`src/rtl/ipalm_pkg.sv`:
```
// ipalm_pkg: shared types and constants for the IPv4 allow-list parse and match unit.
// Used by ipalm_parser, ipalm_matcher and the top level; no dependencies.
`default_nettype none

package ipalm_pkg;

    // default table depth
    localparam int MAX_ENTRIES_DEF = 32;

    // stream payload widths
    localparam int S_DATA_W = 40;
    localparam int M_DATA_W = 16;

    // list characters
    localparam logic [7:0] CH_NUL   = 8'h00;
    localparam logic [7:0] CH_PLUS  = 8'h2B;
    localparam logic [7:0] CH_SLASH = 8'h2F;
    localparam logic [7:0] CH_DOT   = 8'h2E;
    localparam logic [7:0] CH_STAR  = 8'h2A;
    localparam logic [7:0] CH_0     = 8'h30;
    localparam logic [7:0] CH_9     = 8'h39;

    localparam logic [7:0] PREFIX_FULL = 8'd32;

    // result status codes
    typedef enum logic [2:0] {
        ST_OK       = 3'd0,
        ST_EMPTY    = 3'd1,
        ST_STAR     = 3'd2,
        ST_BAD_ADDR = 3'd3,
        ST_BAD_PREF = 3'd4,
        ST_TOO_MANY = 3'd5
    } status_t;

    // character parser phase
    typedef enum logic [2:0] {
        PH_LIST_START,
        PH_IP_EMPTY,
        PH_IP_BODY,
        PH_MASK_EMPTY,
        PH_MASK_BODY,
        PH_STAR,
        PH_SKIP
    } phase_t;

    // top-level sequencer
    typedef enum logic [2:0] {
        T_IDLE,
        T_CHAR,
        T_QRY,
        T_WAIT,
        T_POST
    } top_state_t;

    // match scan sequencer
    typedef enum logic [0:0] {
        M_IDLE,
        M_SCAN
    } match_state_t;

    // table write from parser to matcher
    typedef struct packed {
        logic        we;
        logic [31:0] subnet;
        logic [5:0]  prefix;
    } entry_wr_t;

    // terminator result from parser
    typedef struct packed {
        logic    done;
        status_t status;
    } parse_rsp_t;

    // query result from matcher
    typedef struct packed {
        logic done;
        logic allowed;
    } match_rsp_t;

endpackage

`default_nettype wire

```
`src/rtl/ipalm_parser.sv`:
```
// ipalm_parser: allow-list character parser; builds entries and tracks the entry count.
// Depends on ipalm_pkg; table writes go to ipalm_matcher.
`default_nettype none

module ipalm_parser #(
    parameter int MAX_ENTRIES = ipalm_pkg::MAX_ENTRIES_DEF
) (
    input  wire                           aclk,
    input  wire                           aresetn,
    input  wire                           step_i,
    input  wire  [7:0]                    char_i,
    output ipalm_pkg::parse_rsp_t         rsp_o,
    output ipalm_pkg::entry_wr_t          wr_o,
    output logic [((MAX_ENTRIES > 1) ? $clog2(MAX_ENTRIES) : 1)-1:0] wr_addr_o,
    output logic [$clog2(MAX_ENTRIES + 1)-1:0] total_o
);

    localparam int CW = $clog2(MAX_ENTRIES + 1);
    localparam int AW = (MAX_ENTRIES > 1) ? $clog2(MAX_ENTRIES) : 1;

    ipalm_pkg::phase_t  phase_reg, phase_next;
    ipalm_pkg::status_t pend_reg, pend_next;
    logic [0:3][7:0]    oct_reg, oct_next;
    logic [1:0]         idx_reg, idx_next;
    logic [7:0]         pre_reg, pre_next;
    logic [CW-1:0]      total_reg, total_next;

    // effective state after the new-list step
    ipalm_pkg::phase_t  eff_phase;
    logic [0:3][7:0]    eff_oct;
    logic [1:0]         eff_idx;
    logic [7:0]         eff_pre;
    logic [CW-1:0]      eff_total;

    // entry close check
    logic               fin_err;
    ipalm_pkg::status_t fin_code;
    logic [5:0]         fin_pre;

    // error raised in this step
    logic               err_hit;
    ipalm_pkg::status_t err_code;

    logic               is_digit;
    logic [7:0]         digit;

    assign is_digit = char_i inside {[ipalm_pkg::CH_0:ipalm_pkg::CH_9]};
    assign digit    = char_i - ipalm_pkg::CH_0;

    // new-list handling ahead of the character itself
    always_comb begin
        eff_phase = phase_reg;
        eff_oct   = oct_reg;
        eff_idx   = idx_reg;
        eff_pre   = pre_reg;
        eff_total = total_reg;
        if (phase_reg == ipalm_pkg::PH_LIST_START && char_i != ipalm_pkg::CH_NUL) begin
            eff_total = '0;
            if (char_i == ipalm_pkg::CH_STAR) begin
                eff_phase = ipalm_pkg::PH_STAR;
            end else begin
                eff_phase = ipalm_pkg::PH_IP_EMPTY;
                eff_oct   = '0;
                eff_idx   = '0;
                eff_pre   = '0;
            end
        end
    end

    // closing the entry in progress: prefix check and overflow check
    always_comb begin
        fin_err  = 1'b0;
        fin_code = ipalm_pkg::ST_OK;
        fin_pre  = 6'(eff_pre);
        if (eff_phase == ipalm_pkg::PH_IP_EMPTY) begin
            fin_err  = 1'b1;
            fin_code = ipalm_pkg::ST_BAD_ADDR;
        end else if (eff_phase == ipalm_pkg::PH_IP_BODY) begin
            fin_pre = 6'(ipalm_pkg::PREFIX_FULL);
        end else if (eff_phase == ipalm_pkg::PH_MASK_EMPTY || eff_pre == 8'd0 ||
                     eff_pre > ipalm_pkg::PREFIX_FULL) begin
            fin_err  = 1'b1;
            fin_code = ipalm_pkg::ST_BAD_PREF;
        end
        if (!fin_err && eff_total >= CW'(MAX_ENTRIES)) begin
            fin_err  = 1'b1;
            fin_code = ipalm_pkg::ST_TOO_MANY;
        end
    end

    // next state for one character
    always_comb begin
        phase_next = phase_reg;
        pend_next  = pend_reg;
        oct_next   = oct_reg;
        idx_next   = idx_reg;
        pre_next   = pre_reg;
        total_next = total_reg;
        err_hit    = 1'b0;
        err_code   = ipalm_pkg::ST_OK;
        wr_o.we     = 1'b0;
        wr_o.subnet = eff_oct;
        wr_o.prefix = fin_pre;
        rsp_o.done   = 1'b0;
        rsp_o.status = ipalm_pkg::ST_OK;

        if (step_i && char_i == ipalm_pkg::CH_NUL) begin
            // terminator: report and start a fresh list
            rsp_o.done = 1'b1;
            case (phase_reg)
                ipalm_pkg::PH_LIST_START: begin
                    total_next   = '0;
                    rsp_o.status = ipalm_pkg::ST_EMPTY;
                end
                ipalm_pkg::PH_STAR: begin
                    total_next = '0;
                end
                ipalm_pkg::PH_SKIP: begin
                    rsp_o.status = pend_reg;
                end
                default: begin
                    if (fin_err) begin
                        rsp_o.status = fin_code;
                        if (fin_code != ipalm_pkg::ST_TOO_MANY) begin
                            total_next = '0;
                        end
                    end else begin
                        wr_o.we    = 1'b1;
                        total_next = total_reg + CW'(1);
                    end
                end
            endcase
            oct_next   = '0;
            idx_next   = '0;
            pre_next   = '0;
            pend_next  = ipalm_pkg::ST_OK;
            phase_next = ipalm_pkg::PH_LIST_START;
        end else if (step_i) begin
            phase_next = eff_phase;
            oct_next   = eff_oct;
            idx_next   = eff_idx;
            pre_next   = eff_pre;
            total_next = eff_total;
            if (phase_reg == ipalm_pkg::PH_LIST_START) begin
                pend_next = ipalm_pkg::ST_OK;
            end
            // star on a new list only changes phase and clears the count
            if (!(phase_reg == ipalm_pkg::PH_LIST_START && char_i == ipalm_pkg::CH_STAR)) begin
                case (eff_phase)
                    ipalm_pkg::PH_IP_EMPTY,
                    ipalm_pkg::PH_IP_BODY: begin
                        if (is_digit) begin
                            oct_next[eff_idx] = (eff_oct[eff_idx] << 3) +
                                                (eff_oct[eff_idx] << 1) + digit;
                            phase_next = ipalm_pkg::PH_IP_BODY;
                        end else if (char_i == ipalm_pkg::CH_DOT) begin
                            if (eff_idx == 2'd3) begin
                                err_hit  = 1'b1;
                                err_code = ipalm_pkg::ST_BAD_ADDR;
                            end else begin
                                idx_next   = eff_idx + 2'd1;
                                phase_next = ipalm_pkg::PH_IP_BODY;
                            end
                        end else if (char_i == ipalm_pkg::CH_PLUS) begin
                            if (fin_err) begin
                                err_hit  = 1'b1;
                                err_code = fin_code;
                            end else begin
                                wr_o.we    = 1'b1;
                                total_next = eff_total + CW'(1);
                                oct_next   = '0;
                                idx_next   = '0;
                                pre_next   = '0;
                                phase_next = ipalm_pkg::PH_IP_EMPTY;
                            end
                        end else if (char_i == ipalm_pkg::CH_SLASH) begin
                            if (eff_phase == ipalm_pkg::PH_IP_EMPTY) begin
                                err_hit  = 1'b1;
                                err_code = ipalm_pkg::ST_BAD_ADDR;
                            end else begin
                                pre_next   = '0;
                                phase_next = ipalm_pkg::PH_MASK_EMPTY;
                            end
                        end else begin
                            err_hit  = 1'b1;
                            err_code = ipalm_pkg::ST_BAD_ADDR;
                        end
                    end
                    ipalm_pkg::PH_MASK_EMPTY,
                    ipalm_pkg::PH_MASK_BODY: begin
                        if (is_digit) begin
                            pre_next   = (eff_pre << 3) + (eff_pre << 1) + digit;
                            phase_next = ipalm_pkg::PH_MASK_BODY;
                        end else if (char_i == ipalm_pkg::CH_PLUS) begin
                            if (fin_err) begin
                                err_hit  = 1'b1;
                                err_code = fin_code;
                            end else begin
                                wr_o.we    = 1'b1;
                                total_next = eff_total + CW'(1);
                                oct_next   = '0;
                                idx_next   = '0;
                                pre_next   = '0;
                                phase_next = ipalm_pkg::PH_IP_EMPTY;
                            end
                        end else begin
                            err_hit  = 1'b1;
                            err_code = ipalm_pkg::ST_BAD_PREF;
                        end
                    end
                    ipalm_pkg::PH_STAR: begin
                        err_hit  = 1'b1;
                        err_code = ipalm_pkg::ST_STAR;
                    end
                    default: begin
                    end
                endcase
            end
            // error: hold the code until the terminator, drop the list on parse errors
            if (err_hit) begin
                pend_next  = err_code;
                phase_next = ipalm_pkg::PH_SKIP;
                if (err_code == ipalm_pkg::ST_BAD_ADDR || err_code == ipalm_pkg::ST_BAD_PREF) begin
                    total_next = '0;
                end
            end
        end
    end

    assign wr_addr_o = eff_total[AW-1:0];
    assign total_o   = total_reg;

    always_ff @(posedge aclk) begin
        if (!aresetn) begin
            phase_reg <= ipalm_pkg::PH_LIST_START;
            pend_reg  <= ipalm_pkg::ST_OK;
            oct_reg   <= '0;
            idx_reg   <= '0;
            pre_reg   <= '0;
            total_reg <= '0;
        end else begin
            phase_reg <= phase_next;
            pend_reg  <= pend_next;
            oct_reg   <= oct_next;
            idx_reg   <= idx_next;
            pre_reg   <= pre_next;
            total_reg <= total_next;
        end
    end

`ifndef SYNTHESIS
    // count never passes the table depth
    a_total_bound: assert property (@(posedge aclk) disable iff (!aresetn)
        total_reg <= CW'(MAX_ENTRIES))
        else $error("entry count above table depth");

    // a stored entry grows the count by exactly one
    a_store_count: assert property (@(posedge aclk) disable iff (!aresetn)
        wr_o.we |=> total_reg == $past(eff_total) + CW'(1))
        else $error("entry store did not advance the count");

    // writes land inside the table
    a_store_addr: assert property (@(posedge aclk) disable iff (!aresetn)
        wr_o.we |-> eff_total < CW'(MAX_ENTRIES))
        else $error("entry store past table end");
`endif

endmodule

`default_nettype wire

```
`src/rtl/ipalm_matcher.sv`:
```
// ipalm_matcher: subnet/prefix table and the sequential masked-compare scan for queries.
// Depends on ipalm_pkg; table writes come from ipalm_parser.
`default_nettype none

module ipalm_matcher #(
    parameter int MAX_ENTRIES = ipalm_pkg::MAX_ENTRIES_DEF
) (
    input  wire                       aclk,
    input  wire                       aresetn,
    input  wire                       start_i,
    input  wire  [31:0]               peer_i,
    input  wire  [$clog2(MAX_ENTRIES + 1)-1:0] total_i,
    input  ipalm_pkg::entry_wr_t      wr_i,
    input  wire  [((MAX_ENTRIES > 1) ? $clog2(MAX_ENTRIES) : 1)-1:0] wr_addr_i,
    output ipalm_pkg::match_rsp_t     rsp_o
);

    localparam int CW = $clog2(MAX_ENTRIES + 1);
    localparam int AW = (MAX_ENTRIES > 1) ? $clog2(MAX_ENTRIES) : 1;

    // entry table, written by the parser, read once per scan step
    logic [31:0] subnet_mem [MAX_ENTRIES];
    logic [5:0]  prefix_mem [MAX_ENTRIES];
    logic [31:0] subnet_q;
    logic [5:0]  prefix_q;

    ipalm_pkg::match_state_t state_reg, state_next;
    logic [CW-1:0] rd_idx_reg, rd_idx_next;
    logic [CW-1:0] total_reg, total_next;
    logic [31:0]   peer_reg, peer_next;
    logic          cmp_vld_reg, cmp_vld_next;
    logic          hit_reg, hit_next;
    logic [31:0]   mask;
    logic          match;

    // table write and registered read
    always_ff @(posedge aclk) begin
        if (wr_i.we) begin
            subnet_mem[wr_addr_i] <= wr_i.subnet;
            prefix_mem[wr_addr_i] <= wr_i.prefix;
        end
        subnet_q <= subnet_mem[rd_idx_reg[AW-1:0]];
        prefix_q <= prefix_mem[rd_idx_reg[AW-1:0]];
    end

    // prefix to mask: top bits set, count given by the prefix (32 and up = all)
    always_comb begin
        for (int j = 0; j < 32; j++) begin
            mask[31-j] = 6'(j) < prefix_q;
        end
    end

    assign match = (peer_reg & mask) == subnet_q;

    // scan sequencer: one read issued and one compare done per cycle
    always_comb begin
        state_next   = state_reg;
        rd_idx_next  = rd_idx_reg;
        total_next   = total_reg;
        peer_next    = peer_reg;
        cmp_vld_next = 1'b0;
        hit_next     = hit_reg;
        rsp_o.done    = 1'b0;
        rsp_o.allowed = hit_reg || (total_reg == '0);
        case (state_reg)
            ipalm_pkg::M_IDLE: begin
                if (start_i) begin
                    total_next  = total_i;
                    peer_next   = peer_i;
                    rd_idx_next = '0;
                    hit_next    = 1'b0;
                    state_next  = ipalm_pkg::M_SCAN;
                end
            end
            ipalm_pkg::M_SCAN: begin
                if (rd_idx_reg != total_reg) begin
                    rd_idx_next  = rd_idx_reg + CW'(1);
                    cmp_vld_next = 1'b1;
                end
                if (cmp_vld_reg && match) begin
                    hit_next = 1'b1;
                end
                if (rd_idx_reg == total_reg && !cmp_vld_reg) begin
                    rsp_o.done = 1'b1;
                    state_next = ipalm_pkg::M_IDLE;
                end
            end
            default: begin
                state_next = ipalm_pkg::M_IDLE;
            end
        endcase
    end

    always_ff @(posedge aclk) begin
        if (!aresetn) begin
            state_reg   <= ipalm_pkg::M_IDLE;
            cmp_vld_reg <= 1'b0;
            hit_reg     <= 1'b0;
            rd_idx_reg  <= '0;
            total_reg   <= '0;
        end else begin
            state_reg   <= state_next;
            cmp_vld_reg <= cmp_vld_next;
            hit_reg     <= hit_next;
            rd_idx_reg  <= rd_idx_next;
            total_reg   <= total_next;
        end
        peer_reg <= peer_next;
    end

`ifndef SYNTHESIS
    // read pointer stays within the captured entry count
    a_idx_bound: assert property (@(posedge aclk) disable iff (!aresetn)
        state_reg == ipalm_pkg::M_SCAN |-> rd_idx_reg <= total_reg)
        else $error("scan pointer past entry count");

    // compares only follow an issued read
    a_cmp_follows: assert property (@(posedge aclk) disable iff (!aresetn)
        cmp_vld_reg |-> $past(state_reg) == ipalm_pkg::M_SCAN)
        else $error("compare without a scan read");
`endif

endmodule

`default_nettype wire

```
`src/rtl/ipv4_allow_list_parse_and_match_unit.sv`:
```
// IPv4 allow-list parse and match unit: list characters fill a subnet/prefix table,
// peer queries are checked against it one entry per cycle.
// Input is accepted only in T_IDLE. A list character steps the parser in T_CHAR, and a terminator
// then posts its result in T_POST. A query starts the scan in T_QRY and waits in T_WAIT while the
// single masked compare walks the stored entries, then posts in T_POST once the output is free.
// Reset (aresetn low, synchronous) starts a new list with no entries; the table is not cleared.
`default_nettype none

module ipv4_allow_list_parse_and_match_unit #(
    parameter int MAX_ENTRIES = ipalm_pkg::MAX_ENTRIES_DEF
) (
    input  wire                            aclk,
    input  wire                            aresetn,
    // input stream
    input  wire                            s_axis_tvalid,
    output logic                           s_axis_tready,
    input  wire  [ipalm_pkg::S_DATA_W-1:0] s_axis_tdata,  // [7:0] text_char, [39:8] peer_address
    input  wire                            s_axis_tuser,  // [0] action
    // result stream
    output logic                           m_axis_tvalid,
    input  wire                            m_axis_tready,
    output logic [ipalm_pkg::M_DATA_W-1:0] m_axis_tdata   // [2:0] status, [3] allowed,
                                                          // [9:4] entry_count, [15:10] zero
);

    localparam int CW = $clog2(MAX_ENTRIES + 1);
    localparam int AW = (MAX_ENTRIES > 1) ? $clog2(MAX_ENTRIES) : 1;

    ipalm_pkg::top_state_t state_reg, state_next;

    logic [7:0]    char_reg, char_next;
    logic [31:0]   peer_reg, peer_next;
    logic [2:0]    res_status_reg, res_status_next;
    logic          res_allowed_reg, res_allowed_next;
    logic          m_valid_reg, m_valid_next;
    logic [ipalm_pkg::M_DATA_W-1:0] m_data_reg, m_data_next;

    logic                  step;
    logic                  start;
    ipalm_pkg::parse_rsp_t parse_rsp;
    ipalm_pkg::match_rsp_t match_rsp;
    ipalm_pkg::entry_wr_t  entry_wr;
    logic [AW-1:0]         entry_wr_addr;
    logic [CW-1:0]         entry_total;

    ipalm_parser #(
        .MAX_ENTRIES (MAX_ENTRIES)
    ) u_parser (
        .aclk      (aclk),
        .aresetn   (aresetn),
        .step_i    (step),
        .char_i    (char_reg),
        .rsp_o     (parse_rsp),
        .wr_o      (entry_wr),
        .wr_addr_o (entry_wr_addr),
        .total_o   (entry_total)
    );

    ipalm_matcher #(
        .MAX_ENTRIES (MAX_ENTRIES)
    ) u_matcher (
        .aclk      (aclk),
        .aresetn   (aresetn),
        .start_i   (start),
        .peer_i    (peer_reg),
        .total_i   (entry_total),
        .wr_i      (entry_wr),
        .wr_addr_i (entry_wr_addr),
        .rsp_o     (match_rsp)
    );

    assign s_axis_tready = (state_reg == ipalm_pkg::T_IDLE);
    assign m_axis_tvalid = m_valid_reg;
    assign m_axis_tdata  = m_data_reg;

    // item sequencer and output register
    always_comb begin
        state_next       = state_reg;
        char_next        = char_reg;
        peer_next        = peer_reg;
        res_status_next  = res_status_reg;
        res_allowed_next = res_allowed_reg;
        m_data_next      = m_data_reg;
        m_valid_next     = m_valid_reg && !m_axis_tready;
        step             = 1'b0;
        start            = 1'b0;
        case (state_reg)
            ipalm_pkg::T_IDLE: begin
                if (s_axis_tvalid) begin
                    char_next  = s_axis_tdata[7:0];
                    peer_next  = s_axis_tdata[39:8];
                    state_next = s_axis_tuser ? ipalm_pkg::T_QRY : ipalm_pkg::T_CHAR;
                end
            end
            ipalm_pkg::T_CHAR: begin
                step = 1'b1;
                if (parse_rsp.done) begin
                    res_status_next  = parse_rsp.status;
                    res_allowed_next = 1'b0;
                    state_next       = ipalm_pkg::T_POST;
                end else begin
                    state_next = ipalm_pkg::T_IDLE;
                end
            end
            ipalm_pkg::T_QRY: begin
                start      = 1'b1;
                state_next = ipalm_pkg::T_WAIT;
            end
            ipalm_pkg::T_WAIT: begin
                if (match_rsp.done) begin
                    res_status_next  = ipalm_pkg::ST_OK;
                    res_allowed_next = match_rsp.allowed;
                    state_next       = ipalm_pkg::T_POST;
                end
            end
            ipalm_pkg::T_POST: begin
                if (!m_valid_reg || m_axis_tready) begin
                    m_valid_next = 1'b1;
                    m_data_next  = {6'd0, 6'(entry_total), res_allowed_reg, res_status_reg};
                    state_next   = ipalm_pkg::T_IDLE;
                end
            end
            default: begin
                state_next = ipalm_pkg::T_IDLE;
            end
        endcase
    end

    always_ff @(posedge aclk) begin
        if (!aresetn) begin
            state_reg   <= ipalm_pkg::T_IDLE;
            m_valid_reg <= 1'b0;
        end else begin
            state_reg   <= state_next;
            m_valid_reg <= m_valid_next;
        end
        char_reg        <= char_next;
        peer_reg        <= peer_next;
        res_status_reg  <= res_status_next;
        res_allowed_reg <= res_allowed_next;
        m_data_reg      <= m_data_next;
    end

`ifndef SYNTHESIS
    // a permitted result only comes from a query, whose status is always ok
    a_allowed_ok: assert property (@(posedge aclk) disable iff (!aresetn)
        m_valid_reg && m_data_reg[3] |-> m_data_reg[2:0] == ipalm_pkg::ST_OK)
        else $error("allowed flag set on a terminator result");

    // matcher finishes only while the sequencer waits for it
    a_match_done: assert property (@(posedge aclk) disable iff (!aresetn)
        match_rsp.done |-> state_reg == ipalm_pkg::T_WAIT)
        else $error("query result with no query in flight");

    // parser never steps outside a character transfer
    a_parse_step: assert property (@(posedge aclk) disable iff (!aresetn)
        entry_wr.we |-> state_reg == ipalm_pkg::T_CHAR)
        else $error("table write outside character handling");
`endif

endmodule

`default_nettype wire

```
`config.mk`:
```
export PLATFORM = sky130hd
export DESIGN_NAME = ipv4_allow_list_parse_and_match_unit
export DESIGN_NICKNAME = d
export VERILOG_FILES = /design/src/rtl/ipalm_pkg.sv /design/src/rtl/ipalm_parser.sv /design/src/rtl/ipalm_matcher.sv /design/src/rtl/ipv4_allow_list_parse_and_match_unit.sv
export SDC_FILE = /design/constraint.sdc
export NUM_CORES = 2
export LEC_CHECK = 0
export BUFFER_PORTS_ARGS = -buffer_cell sky130_fd_sc_hd__buf_4
export CAP_MARGIN = 10
export CORE_ASPECT_RATIO = 2
export CORE_UTILIZATION = 50
export DETAILED_ROUTE_END_ITERATION = 7
export HOLD_SLACK_MARGIN = 0.15
export PLACE_DENSITY = 0.69
export SYNTH_ARGS = -nofsm -noshare
export SYNTH_HDL_FRONTEND = slang
export SYNTH_SLANG_ARGS = --single-unit
```
`constraint.sdc`:
```
create_clock -name aclk -period 6.51 [get_ports aclk]
set_input_delay 0 -clock aclk [delete_from_list [all_inputs] [get_ports aclk]]
set_output_delay 0 -clock aclk [all_outputs]
set_load 0.01 [all_outputs]
```
* Yosys cells after proc, flatten, opt, wreduce, memory -nomap -nowiden
Memory sizes are Yosys's and may differ from the RTL's. A register that Yosys moved wholly into a read port is not among the register bits.
Index checks and enable logic that the tools add are counted.
** Word-level totals
- Register bits after elaboration :: 159
- Bits in latches :: 0
- Bits in writable memories :: 1216
- Bits in read-only memories :: 0
- Memories kept :: 2
** Cells by class
- Add/sub/neg operators :: 9
- $mul :: 0
- Div/mod/pow operators :: 0
- Order comparisons :: 38
- Equality and inequality tests :: 31
- Shift-type cells :: 0
- Muxes and demuxes :: 146
- Bitwise operators :: 4
- Reductions and logical operators :: 42
** Memory list
- u_matcher.subnet_mem :: depth 32, bits a word 32, rd ports 1, clocked after Yosys merged registers in 1, write ports 1, line ipalm_matcher.sv:22 : logic [31:0] subnet_mem [MAX_ENTRIES];
- u_matcher.prefix_mem :: depth 32, bits a word 6, rd ports 1, clocked after Yosys merged registers in 1, write ports 1, line ipalm_matcher.sv:23 : logic [5:0] prefix_mem [MAX_ENTRIES];
** Operator list (number)
- $mux W32 :: 8
- $mux W3 :: 34
- $mux W6 :: 17
- $lt A5 B6 Y1 const A :: 16
- $mux W8 :: 12
- $pmux W32 S2 :: 1
- $lt A4 B6 Y1 const A :: 8
- $mux W1 :: 40
- $pmux W6 S2 :: 3
- $add A8 B8 Y8 :: 4
- $and A32 B32 Y32 :: 1
- $bwmux W32 :: 1
- $eq A32 B32 Y1 :: 1
- $eq A8 B6 Y1 const B :: 4
- $mux W2 :: 13
- $lt A3 B6 Y1 const A :: 4
- $add A6 B1 Y6 const B :: 3
- $eq A3 B3 Y1 const B :: 6
- $pmux W3 S3 :: 2
- $bmux W8 S2 :: 1
- $demux W8 S2 :: 1
- $logic_not A8 Y1 :: 2
- $ne A2 B2 Y1 const B :: 8
- $pmux W8 S2 :: 1
- 37 further kinds :: 79

* Depth between registers and ports, before layout
- Depth in word-level cells :: 26
- Mapped depth :: 20

* By module
Synthesis repeated with hierarchy kept, for this count alone.
** Unflattened totals
- Cell total of the unflattened synthesis :: 2699
- Area, all modules :: 55792.3 sq um
** By module, submodules not included
- ipalm_matcher :: times used 1, cells each 2097, area each 49623.8 sq um
- ipalm_parser :: times used 1, cells each 503, area each 4209.0 sq um
- ipv4_allow_list_parse_and_match_unit :: times used 1, cells each 99, area each 1959.4 sq um

* Worst setup path before layout
No wires, ideal clock.
- Path type :: flip-flop to flip-flop
- Start point :: reg char_reg[4]
- End point :: mem u_matcher.prefix_mem[23][0], enable pin
- Arrival :: 4292 ps
- Required time :: 6077 ps
- Slack :: 1785 ps
- Stages on the path, launching flop included :: 11
- Clock period less this slack :: 4725 ps
- Cells stage by stage :: edfxtp_1 inv_1 ha_1 or3b_2 a211o_1 a32o_2 a211oi_4 nand3_2 a21oi_2 nand2_2 nor2_1
** Between the ends
- Longest elaborated chain between the ends :: 22
- Elaborated cells between the ends (all ways) :: 45
** Ends and longest elaborated chain
- start, declared :: line ipv4_allow_list_parse_and_match_unit.sv:31 : logic [7:0] char_reg, char_next;
- start signal, assigned :: line ipv4_allow_list_parse_and_match_unit.sv:137 : char_reg <= char_next;
- parallel branches: the longest is 22 deep, another holds $gt A8 B6 Y1
- end, declared :: line ipalm_matcher.sv:23
Several ways; the timed one is not identified.

* Worst setup path after layout
- Start point :: reg char_reg[4]
- End point :: mem u_matcher.prefix_mem[3][1], enable pin
Same word-level chain as after synthesis.

==> impl_results.md <==
* Status: finished, final reports clean
* Post-synth top cells: edfxtp_1, mux4_2, nor2_1
* Maxcap violations at 0
* Setup Buffers After CTS at 0
* Die area at about 110,000 µm²
* CP cell instances: inv_1, ha_1, and3_1, o21ai_0, nand2_2, a211oi_4, nand2_1, a21oi_2, nand2_2, nor2_4, buf_12
* Fmax at about 200 MHz
* Critical path type: reg2reg
* Core area at 110,000 µm²
* Hold Fails Final Rpt at 0
* Nets at 3,015
* CTS Buf Count at 116
* Synth async-reset ratio at 0
* Worst Setup End Kind: flop
* Drt first pass iters at 5
* Clk_skew at between 40 and 50 ps
* Initial antenna violation count at 15
* Global route total overflow at 0
* Most used cell, CP: nand2_2
* Reg2Reg Depth at 11
* R2R setup slack at 1560 ps
* Reg-to-reg critical path endpoint: u_matcher.prefix_mem[3][1]$_DFFE_PP_
* Post-Synthesis Cells at 2,727
* Post-synth EDFFs at 1,302
* CTS Buffer Depth at 3
* Initial DRC count at 3,051
* First-pass GRT wire length at around 210 mm
* Vias in the first global route at 29,200
* Yosys top cell by area: edfxtp_1
* Placed Area at 58,600 µm²
* Hold path cells at 5
* Post-synth top area share at 0.703
* CP peak stage delay at between 700 and 800 ps
* DRC at 0
* Leakage at roughly 0.02 µW
* Clock Root Buffer: clkbuf_16
* Sink Count at around 1,400
* WHS Endpoint: state_reg[2]$_SDFFE_PN0P_
* Via/cell ratio at approximately 6.2
* Syn. warnings at 0
* H-tree depth at 3
* Worst Tran Pin Value at 1080 ps
* Largest Register: u_matcher.subnet_mem
* Gr usage total at 0.269
* Row Count at 172
* Largest net degree at the start of global routing at 154
* CP required at 6920 ps
* Die height at approximately 470 µm
* Worst Hold Class: in2reg
* Setup_tns at 0 ps
* Sequential area share after synthesis at 0.743
* I/O Buffers at 56
* Pins Over Slew Limit at 0
* DP Wirelength at just under 100 mm
* Pwr/cell area at 282 nW/µm²
* Die Wd at 238 µm
* Period minus WS final at 4950 ps
* Yosys cell types at 75
* Yosys reg bits at 1,413
* Critical path data arrival time at 5360 ps
* Unrepaired setup endpoints after global routing: false
* Starting density of the core at 0.506
* Wire per inst at between 30 and 40 µm
* GP Congestion at 0.907
* Placed Instances at ~4,200
* Main synth FF type: edfxtp_1
* CP max FO at 22
* Setup crit start kind: flop
* Final period utilization at 0.760
* TritonCTS clock tree: yes
* Fraction of layout cells with a size suffix above 1 at 0.275
* Reg2Reg Launch Point: char_reg[4]$_DFFE_PP_
* WL final at 148 mm
* Max FFs per register at 1,024
* Setup violators final at 0
* Most numerous cell in the Yosys netlist: edfxtp_1
* Area grow syn2layout at 14.1%
* Vias post-DR at between 20,000 and 30,000
* Cell area after layout at 63,500 µm²
* Slew HR at 0.278
* Worst-skew pair later-pin latency at 750 ps
* Maximum vdd drop at 0.231 mV
* Synthesized area at between 50,000 and 60,000 µm²
* Fin cells at 4,531
* Avg Synthesized Cell Area at 20.4 µm²
* Hold Startpoint: m_axis_tready
* CP max stage cell: nor2_4
* Routed Antenna Nets at 0
* Largest cells by area after synthesis: edfxtp_1, mux4_2, dfxtp_1, mux2_2, nor2_1
* Io pins at 63
* Clock-pin slew on the worst setup and hold paths at 70 ps
* Largest regs: u_matcher.subnet_mem x1024, u_matcher.prefix_mem x192
## cell type report
cell class	instances	area, µm²
inverters	36	135
repair buffers	232	2300
well taps	1479	1850
clock inverters	86	902
diodes	13	32.5
fillers	7919	46500
flip-flops and latches	1413	41300
multi-input cells	1138	13900
clock buffers	134	3020
## worst max path at each step
stage | startpoint | endpoint | slack [ps] | depth (start not counted)
6_report | char_reg[4]$_DFFE_PP_ | u_matcher.prefix_mem[3][1]$_DFFE_PP_ | 1560 | 11
2_1_floorplan | char_reg[4]$_DFFE_PP_ | u_matcher.prefix_mem[23][0]$_DFFE_PP_ | 1780 | 10
3_3_place_gp | char_reg[4]$_DFFE_PP_ | u_matcher.subnet_mem[3][22]$_DFFE_PP_ | 1560 | 11
3_5_place_dp | char_reg[4]$_DFFE_PP_ | u_matcher.subnet_mem[3][20]$_DFFE_PP_ | 1580 | 11
5_1_grt | char_reg[4]$_DFFE_PP_ | u_matcher.prefix_mem[3][2]$_DFFE_PP_ | 1310 | 11
4_1_cts | char_reg[4]$_DFFE_PP_ | u_matcher.prefix_mem[3][2]$_DFFE_PP_ | 1540 | 11
## placed cells by master, fill, tap and decap left out, drive strengths merged, types with 13 or more instances in the layout
cell / instances
ha: 23
buf: 142
clkinv: 57
a22o: 18
dfxtp: 111
dlygate4sd3: 90
nand2: 80
clkbuf: 134
edfxtp: 1302
o21ai: 66
inv: 45
a21oi: 65
xor2: 35
nand3: 30
xnor2: 23
mux4: 386
and2: 43
mux2: 41
nor2: 114
diode: 13
and3: 13
nor3: 23
## power by group
part	switching, µW	internal (µW)	total (µW)
sequential	86.8	9880	9970
clock	3310	3870	7180
combinational	515	270	785
total	3910	14000	17900
## logic make-up (layout without fill, tap and decap cells)
family                     after synthesis  after routing  share of synthesized area
DFF                                   1413           1413                      0.743
muxes                                  431            431                      0.165
and+or+nand+nor                        369            369                     0.0328
AOI/OAI and AO/OA                      241            241                     0.0283
buffers and inverters                  181            488                     0.0128
xor gates and xnor gates                58             58                    0.00913
adders and majority gates               33             33                    0.00877
other                                    1             19                  0.0000674
## stage by stage
stage          hold WS, ps   util  power [µW]  setup slack [ps]
3_5_place_dp           179  0.533       10900              1580
6_report               332  0.577       17900              1560
3_3_place_gp           179  0.533       10900              1560
2_1_floorplan         98.9      -       10600              1780
5_1_grt                314  0.577       18400              1310
4_1_cts                177  0.577       18000              1540
## timing repair
action	4_1_cts	5_1_grt
setup endpoints to repair	0	0
hold endpoints to repair	139	0
gates resized for setup	0	0
hold buffers	90	0
## layer usage
metal / track usage / wire [µm] / vias to the layer above / part of all wire
li1: - / - / 11600 / -
met3: 0.0363 / 9840 / 307 / 0.067
met5: 0 / 27 / - / 0.00018
met4: 0.156 / 9880 / 4 / 0.067
met2: 0.471 / 77800 / 1344 / 0.53
met1: 0.318 / 50400 / 15000 / 0.34
## worst max-delay path: cells and delay by family (launching register included)
kind	cells	cell delay, ps
flops	1	430
fa+ha+maj	1	220
buf+inv	2	390
compound gates	3	1470
simple gates	5	2070
Note: power is estimated with default switching activity, not from simulation.
